--- src/sv/bfp_pkg.sv ---
// Shared constants, types and state codes of the free block pool.
package bfp_pkg;

   localparam int POOL_SLOTS  = 64;
   localparam int HANDLE_BITS = 48;
   localparam int SIZE_W      = 32;
   localparam int TOTAL_W     = 37;
   localparam int IDX_W       = $clog2(POOL_SLOTS);
   localparam int CNT_W       = $clog2(POOL_SLOTS + 1);
   localparam int ENTRY_W     = SIZE_W + HANDLE_BITS;

   localparam logic [SIZE_W-1:0]  MIN_BLOCK   = SIZE_W'(256);
   localparam logic [SIZE_W:0]    MAX_BLOCK   = (SIZE_W + 1)'(64'd4 * 64'd1073741824);
   localparam logic [TOTAL_W-1:0] LIMIT_RESET = TOTAL_W'(64'd16 * 64'd1073741824);

   localparam logic KIND_RELEASE = 1'b0;
   localparam logic KIND_REQUEST = 1'b1;

   typedef enum logic [3:0] {
      ST_IDLE,
      ST_EVAL,
      ST_REL_SCAN,
      ST_REQ_SCAN,
      ST_REQ_DRAIN,
      ST_REQ_FETCH,
      ST_REQ_GRANT,
      ST_DONE
   } bfp_state_type;

   typedef struct packed {
      logic load;
      logic rel_step;
      logic rel_commit;
      logic req_issue;
      logic fetch;
      logic req_commit;
      logic fail;
      logic out_load;
   } bfp_cmd_type;

   typedef struct packed {
      logic kind;
      logic in_window;
      logic limit_ok;
      logic slot_free;
      logic scan_last;
      logic best_found;
      logic fit_ok;
      logic out_free;
   } bfp_stat_type;

endpackage

--- src/sv/bfp_ctrl.sv ---
// Controller state machine: sequences release and best-fit request scans.
module bfp_ctrl (
   input  logic                   clock,
   input  logic                   reset,
   input  logic                   req_valid,
   output logic                   req_ready,
   input  bfp_pkg::bfp_stat_type  stat,
   output bfp_pkg::bfp_cmd_type   cmd
);

   bfp_pkg::bfp_state_type state_ff, state_in;

   always_ff @(posedge clock) begin
      if (reset) begin
         state_ff <= bfp_pkg::ST_IDLE;
      end else begin
         state_ff <= state_in;
      end
   end

   always_comb begin
      state_in = state_ff;
      case (state_ff)
         bfp_pkg::ST_IDLE: begin
            if (req_valid) state_in = bfp_pkg::ST_EVAL;
         end
         bfp_pkg::ST_EVAL: begin
            if (!stat.in_window) begin
               state_in = bfp_pkg::ST_DONE;
            end else if (stat.kind == bfp_pkg::KIND_REQUEST) begin
               state_in = bfp_pkg::ST_REQ_SCAN;
            end else if (stat.limit_ok) begin
               state_in = bfp_pkg::ST_REL_SCAN;
            end else begin
               state_in = bfp_pkg::ST_DONE;
            end
         end
         bfp_pkg::ST_REL_SCAN: begin
            if (stat.slot_free || stat.scan_last) state_in = bfp_pkg::ST_DONE;
         end
         bfp_pkg::ST_REQ_SCAN: begin
            if (stat.scan_last) state_in = bfp_pkg::ST_REQ_DRAIN;
         end
         bfp_pkg::ST_REQ_DRAIN: begin
            state_in = bfp_pkg::ST_REQ_FETCH;
         end
         bfp_pkg::ST_REQ_FETCH: begin
            if (stat.best_found && stat.fit_ok) begin
               state_in = bfp_pkg::ST_REQ_GRANT;
            end else begin
               state_in = bfp_pkg::ST_DONE;
            end
         end
         bfp_pkg::ST_REQ_GRANT: begin
            state_in = bfp_pkg::ST_DONE;
         end
         bfp_pkg::ST_DONE: begin
            if (stat.out_free) state_in = bfp_pkg::ST_IDLE;
         end
         default: begin
            state_in = bfp_pkg::ST_IDLE;
         end
      endcase
   end

   always_comb begin
      cmd       = '0;
      req_ready = 1'b0;
      case (state_ff)
         bfp_pkg::ST_IDLE: begin
            req_ready = 1'b1;
            cmd.load  = req_valid;
         end
         bfp_pkg::ST_EVAL: begin
            cmd.fail = !stat.in_window ||
                       (stat.kind == bfp_pkg::KIND_RELEASE && !stat.limit_ok);
         end
         bfp_pkg::ST_REL_SCAN: begin
            cmd.rel_commit = stat.slot_free;
            cmd.fail       = !stat.slot_free && stat.scan_last;
            cmd.rel_step   = !stat.slot_free && !stat.scan_last;
         end
         bfp_pkg::ST_REQ_SCAN: begin
            cmd.req_issue = 1'b1;
         end
         bfp_pkg::ST_REQ_FETCH: begin
            cmd.fetch = stat.best_found && stat.fit_ok;
            cmd.fail  = !(stat.best_found && stat.fit_ok);
         end
         bfp_pkg::ST_REQ_GRANT: begin
            cmd.req_commit = 1'b1;
         end
         bfp_pkg::ST_DONE: begin
            cmd.out_load = stat.out_free;
         end
         default: begin
            cmd = '0;
         end
      endcase
   end

endmodule

--- config.mk ---
export PLATFORM = sky130hd
export DESIGN_NAME = bfp_ctrl
export DESIGN_NICKNAME = d
export VERILOG_FILES = /design/src/sv/bfp_pkg.sv /design/src/sv/bfp_ctrl.sv
export SDC_FILE = /design/constraint.sdc
export NUM_CORES = 1
export LEC_CHECK = 0
export ABC_AREA = 1
export CORE_AREA = 2 2 39 41
export CTS_BUF_LIST = sky130_fd_sc_hd__clkbuf_16
export DETAILED_ROUTE_END_ITERATION = 8
export DIE_AREA = 0 0 41 43
export DONT_BUFFER_PORTS = 1
export PLACE_DENSITY = 0.49
export SLEW_MARGIN = 10
export SYNTH_ARGS = -nofsm -noshare
export SYNTH_HDL_FRONTEND = slang
export SYNTH_SLANG_ARGS = --single-unit
--- constraint.sdc ---
create_clock -name clock -period 1.4 [get_ports clock]
set_clock_uncertainty 0.05 [all_clocks]
set_input_delay 0.14 -clock clock [delete_from_list [all_inputs] [get_ports clock]]
set_output_delay 0.14 -clock clock [all_outputs]
set_load 0.03 [all_outputs]
# ---- Yosys cells after proc, flatten, opt, wreduce, memory -nomap -nowiden
# Cells that the tools add are included.
dict set report classes {
  mux 17
  n_eq_ne 11
  n_reduce_logical 13
  n_bitwise 1
}
# cell n
set op_table {}
lappend op_table {{one-hot mux 4 bit (8 select lines)} 1}
lappend op_table {{== test 4 x 3 -> 1 bit, second input constant} 4}
lappend op_table {{2-to-1 mux 4 bit} 4}
lappend op_table {{2-to-1 mux 3 bit} 3}
lappend op_table {{== test 4 x 2 -> 1 bit, second input constant} 2}
lappend op_table {{!= test 2 bit, second input constant} 4}
lappend op_table {{2-to-1 mux 1 bit} 7}
lappend op_table {{zero test 1 bit} 5}
lappend op_table {{== test 4 x 1 -> 1 bit, second input constant} 1}
lappend op_table {{logical AND 1 bit} 4}
lappend op_table {{zero test 4 bit} 1}
lappend op_table {{AND reduction 4 bit} 1}
lappend op_table {{one-hot mux 1 bit (3 select lines)} 1}
lappend op_table {{logical OR 1 bit} 2}
lappend op_table {{2-to-1 mux 2 bit} 1}
lappend op_table {{inverter 1 bit} 1}
dict set report totals {
  wordCells 43
  reg_bits 4
  output_inout_bits 9
  input_bits 11
}

# ---- Logic depth before layout (Yosys ltp)
# Gate-level depths: netlist of run 1.
dict set report depth {
  word_depth 4
  depth_mapped 8
  mapped_depth_nobuf 7
}

# ---- Least setup slack after synthesis of run 1
# Ideal clock, no wire load.
dict set report synth_path {
  path_type {register to output}
  from {register state_ff[2]}
  to {output port cmd[3] (netlist name)}
  path_stages_with_launch 3
  t_required_ns 1.210
  t_arrival_ns 1.476
  slack_ns -0.266
  path_buffers 0
  path_cell_list {dfxtp_1 > inv_2 > nor4_1}
}
# element line
set synth_rtl {}
lappend synth_rtl {{start: declaration} bfp_ctrl.sv:11} ;# bfp_pkg::bfp_state_type state_ff, state_in;
lappend synth_rtl {{start signal: assignment} bfp_ctrl.sv:15} ;# state_ff <= bfp_pkg::ST_IDLE;
lappend synth_rtl {{start signal: assignment} bfp_ctrl.sv:17} ;# state_ff <= state_in;
lappend synth_rtl {{end: declaration} bfp_ctrl.sv:8} ;# output bfp_pkg::bfp_cmd_type cmd

==> flow_summary.ini, run 1 <==
[status]
outcome = finished with violations
violations = negative setup slack

[synth]
yosysMostFrequentCell = nand2_1
synth_edf_count = 0
postSynth.asyncResetShare = 0
syn_area_um2 = 329
synthCells = 55
synth.distinct_cells = 21
syn_nets = 66
synthFlopType = dfxtp_1
yosysTopAreaCell = dfxtp_1
synthTopCellsByArea = dfxtp_1 (18%), nand2_1 (11%), nor2_1 (10%)
avgSynthCellArea_um2 = 5.98
synthTopCellsByCount = nand2_1 (10), nor2_1 (9), inv_1 (7)
ys.warnings.count = 0
ys_seq_area_frac = 0.183
yosys.area.top_type_share = 0.183
ys_seq_elements = 3

[timing]
rsz0062_at_grt = true
post-route-period-util = 1.01
whs_ps = 30.8
hold_viol_final = 0
tns_ps = -9.74
slew_headroom = 0.826
period_needed_ps = 1410
fmax_ghz = 0.709
setup_slack_ps = -9.74
worst_pin_slew_ps = 261
setup_viol = 1
drv_slew = 0

[floorplan]
core_area_mm2 = 0.00138
start_util = 0.238
die_w_um = 41
rows = 14
fp.dieH_um = 43
die_area_mm2 = 0.00176
pin_count = 20

[setup_path]
max_stage_delay_ps = 390
critPathKind = flop to primary output
crit_path_end_kind = primary output
cpLargestDelayFamily = flip-flops
crit_path_top_delay_cell = dfxtp_4
required_ps = 1210
path_cells = inv_4 -> nor2_4 -> nand4_1 -> o211ai_1 -> buf_4
critPathArrivalTime_ps = 1220
start_kind = flop
critical_path.max_fanout = 7
crit_buf_inv = 2

[final_layout]
top_register = state_ff
num_antenna_cells = 0
area_growth_syn_to_layout_pct = 60.8
largest_reg_flops = 3
design_area_um2 = 529
fillers = 166
top_regs = state_ff: 3 flops
nNetsFinal = 80
drive_gt1_frac = 0.456

[route]
drc = 0
vias = 387
vias_per_cell = 4.61
postRouteAntennaNets = 0
wl_per_cell_um = 9.81
drt-total-wl_um = 824
drt-initial-drc-count = 6
dr.pass1.iters = 4

[pwr]
vdd_drop_max_uv = 1250
p_total_w = 0.00144
p_per_area_mw_per_mm2 = 2720
p_leak_nw = 0.255

[placed_design]
dp_hpwl_um = 676
port_buffers = 0
place_congestion = 0.748
placed_area_um2 = 419

[clocking]
cts-root-buf = clkbuf_16
clockBufferDepth = 2
numCtsBuffers = 3
clock_latency_ps = 220
cts_tree = done
htreeDepth = 1
postCtsSetupBuffers = 0
cts_sinks = 3
clkTransAtPathRegs_ps = 30

[global_routing]
grt_use_total = 0.0963
antenna_found_initial = 0
grt_pass1_wl_um = 1150
grt_pass1_vias = 293
gr-total-overflow = 0
grt_max_degree = 8

[run]
maxCapViolations = 0

[worst_hold_path]
hold_path_class = input pin to flop
logic make-up after synthesis:
family,synth area share
and+or+nand+nor,0.525
buffers and inverters,0.148
AOI/OAI and AO/OA,0.144
DFF,0.183
area by class of cell:
cell class | count | area (um2) | area share
clock inverters | 1 | 3.75 | 0.00709
clock buffers | 3 | 75.1 | 0.142
flip-flops and latches | 3 | 68.8 | 0.130
multi-input cells | 41 | 244 | 0.461
well taps | 16 | 20.0 | 0.0378
repair buffers | 10 | 77.6 | 0.147
inverters | 10 | 40.0 | 0.0757
placed cells by master, fill, tap and decap left out:
cell type	count
a21oi_1	1
a21oi_2	2
buf_4	9
clkbuf_16	3
dfxtp_2	1
dfxtp_4	2
dlygate4sd3_1	1
inv_1	8
inv_2	2
inv_4	1
nand2_1	10
nand2_2	2
nand3_1	3
nand3_2	2
nand3b_1	1
nand4_1	2
nor2_1	6
nor2_2	3
nor2_4	2
nor3_1	1
nor3_2	1
nor4_2	1
o211ai_1	1
o21a_1	1
o21ai_0	1
o21ai_1	1
power breakdown:
group,switching [W],internal (W)
clock,0.0000692,0.000367
combinational,0.000472,0.000272
sequential,0.000105,0.000151
worst reg2reg max path, delay by kind of cell, from the launching register on:
kind,cells,cell delay (ps)
buf+inv,1,120
compound gates,1,130
simple gates,5,380
flops,1,360
stage by stage:
| step | setup slack (ps) | utilization | instances |
|---|---|---|---|
| detailed placement | 77.8 | 0.303 | 79 |
| floorplan | 5.85 | - | 55 |
| CTS | 4.30 | 0.379 | 84 |
| finish | -9.74 | 0.382 | 84 |
| global route | -42.5 | 0.382 | 84 |
| global placement | 88.7 | 0.303 | 79 |
what timing repair did:
action | in CTS | in global routing
endpoints found under the hold margin | 1 | 0
resized for setup | 7 | 2
hold buffers | 1 | 0
setup endpoints to repair | 5 | 1
routing by layer:
metal / routed length [um] / share of wire / global-route usage
met4: 0 / 0 / 0.0200
met5: 0 / 0 / 0
met1: 386 / 0.47 / 0.138
met3: 100 / 0.12 / 0.0576
met2: 337 / 0.41 / 0.122
final timing paths:
| kind | start | cells past startpoint | slack, ps | endpoint |
|---|---|---|---|---|
| min reg2reg | state_ff[0] | 2 | 510 | state_ff[0] |
| min | reset | 3 | 30 | state_ff[2] |
| max | state_ff[1] | 5 | -10 | cmd[1] |
| max reg2reg | state_ff[2] | 7 | 300 | state_ff[0] |
(Power assumes the default switching activity.)
==> run 2: changes to the inputs <==
--- a/config.mk
+++ b/config.mk
@@ -11,7 +11,7 @@
 export DETAILED_ROUTE_END_ITERATION = 8
 export DIE_AREA = 0 0 41 43
 export DONT_BUFFER_PORTS = 1
-export PLACE_DENSITY = 0.49
+export PLACE_DENSITY = 0.48
 export SLEW_MARGIN = 10
 export SYNTH_ARGS = -nofsm -noshare
 export SYNTH_HDL_FRONTEND = slang
==> run 2 against run 1 <==
Effect of this change:
- count of clock-buffer cells in the layout stayed put
- the run now ends clean
- routed wire length is 0.61% higher
- largest power group unchanged
- critical path depth stayed put
- first-iteration DRC count is 33% higher
- fmax is 0.98% higher
- flip-flop and latch count stayed put
- core utilization is 0.18 points lower
- sequential share of layout area is 0.54 points higher
- register-to-register slack better by 20 ps
- die area stayed put
- highest routed layer is now met4
- largest cell class unchanged
- combinational power is 0.5% lower
- worst hold slack worse by 7.0 ps
==> flow_summary.ini, run 2 (synthesized netlist as in run 1, its figures left out) <==
[route]
drt-total-wl_um = 829
vias_per_cell = 4.65
drt-initial-drc-count = 8
vias = 391
dr.pass1.iters = 4
wl_per_cell_um = 9.87
postRouteAntennaNets = 0
drc = 0

[floorplan]
start_util = 0.238
core_area_mm2 = 0.00138
fp.dieH_um = 43
pin_count = 20
die_area_mm2 = 0.00176
rows = 14
die_w_um = 41

[final_layout]
fillers = 149
design_area_um2 = 527
num_antenna_cells = 0
register_area_um2 = 71.3
largest_reg_flops = 3
fin_util = 0.381
drive_gt1_frac = 0.441
top_regs = state_ff: 3 flops
multi_input_area_um2 = 241
nNetsFinal = 80
area_growth_syn_to_layout_pct = 60.1
final_common_cell = nand2_1
layout_common_cells = nand2_1 (10), buf_4 (9), inv_1 (8)
top_register = state_ff

[clocking]
htreeDepth = 1
cts_sinks = 3
cts-root-buf = clkbuf_16
clock_latency_ps = 230
cts_tree = done
clkTransAtPathRegs_ps = 30
numCtsBuffers = 3
clockBufferDepth = 2

[global_routing]
grt_max_degree = 8
grt_pass1_vias = 314
antenna_found_initial = 0
grt_use_total = 0.107
grt_pass1_wl_um = 1200
gr-total-overflow = 0

[worst_hold_path]
worstHoldStart = reset
hold_path_class = input pin to flop

[setup_path]
rr_endpoint = state_ff[0]
crit_path_end_kind = primary output
reg2reg_depth = 7
startpoint = state_ff[0]
endpoint = cmd[1]
start_kind = flop
r2r-start = state_ff[2]
critPathKind = flop to primary output
required_ps = 1210
critical_path.max_fanout = 7
r2r_slack_ps = 320
critPathArrivalTime_ps = 1210

[timing]
hold_viol_final = 0
period_needed_ps = 1400
rsz0062_at_grt = true
setup_viol = 0
worst_pin_slew_ps = 256
slew_headroom = 0.829
drv_slew = 0
fmax_ghz = 0.716
post-route-period-util = 0.997

[placed_design]
placed_area_um2 = 419
port_buffers = 0
place_congestion = 0.794
dp_hpwl_um = 667

[pwr]
vdd_drop_max_uv = 1030
p_per_area_mw_per_mm2 = 2740
p_total_w = 0.00144
p_leak_nw = 0.255

[status]
outcome = complete, no violations

[run]
maxCapViolations = 0
run 2: cell counts in the layout (fill, tap and decap cells not counted):
Identical to the previous run, type by type.
run 2: how the worst min path moves through the flow:
| stage | slack [ps] | end | cells after the start |
|---|---|---|---|
| floorplan | 150 | state_ff[0] | 1 |
| global placement | 150 | state_ff[0] | 1 |
| detailed placement | 150 | state_ff[0] | 1 |
| CTS | 30 | state_ff[1] | 3 |
| global route | 50 | state_ff[1] | 3 |
| finish | 20 | state_ff[2] | 3 |
run 2: final cells by class:
| type | count | share of cell area |
|---|---|---|
| multi-input combinational | 41 | 0.458 |
| inverter | 10 | 0.0713 |
| clock inverter | 1 | 0.00713 |
| sequential | 3 | 0.135 |
| clock buffer | 3 | 0.143 |
| tap | 16 | 0.0380 |
| timing repair buffer | 10 | 0.147 |
run 2: routing by layer:
layer  share of wire  global-route usage  wire (um)  up-vias
met1            0.45               0.131        376      163
met5               0                   0          0        -
li1                -                   -          -      206
met4           0.016              0.0800         13        0
met2            0.43               0.141        360       20
met3           0.095              0.0471         79        2
run 2: stage by stage:
step                      setup TNS [ps]  std cells  setup WS (ps)  hold slack (ps)
after floorplan                        0         55           5.85              152
after global placement                 0         79           86.9              154
after detailed placement               0         79            111              154
after CTS                              0         84           19.5             30.9
after global routing               -45.4         84          -45.4             51.6
final                                  0         84           4.01             23.9
run 2: where the power goes:
part / switching (W) / internal [W]
registers: 0.0000969 / 0.000156
logic: 0.000473 / 0.000268
clock network: 0.0000817 / 0.000369
total: 0.000651 / 0.000792
run 2: critical path: stages (launching register included):
cell      delay, ps
dfxtp_4         380
inv_2            70
nor2_1          120
nand3_1         100
o211ai_1        110
buf_4           190
run 2: timing repair:
action	CTS	global route
pin swaps	0	2
resized for setup	7	1
setup endpoints to repair	5	2
hold buffers	1	0
hold endpoints to repair	1	0
setup buffers	0	0
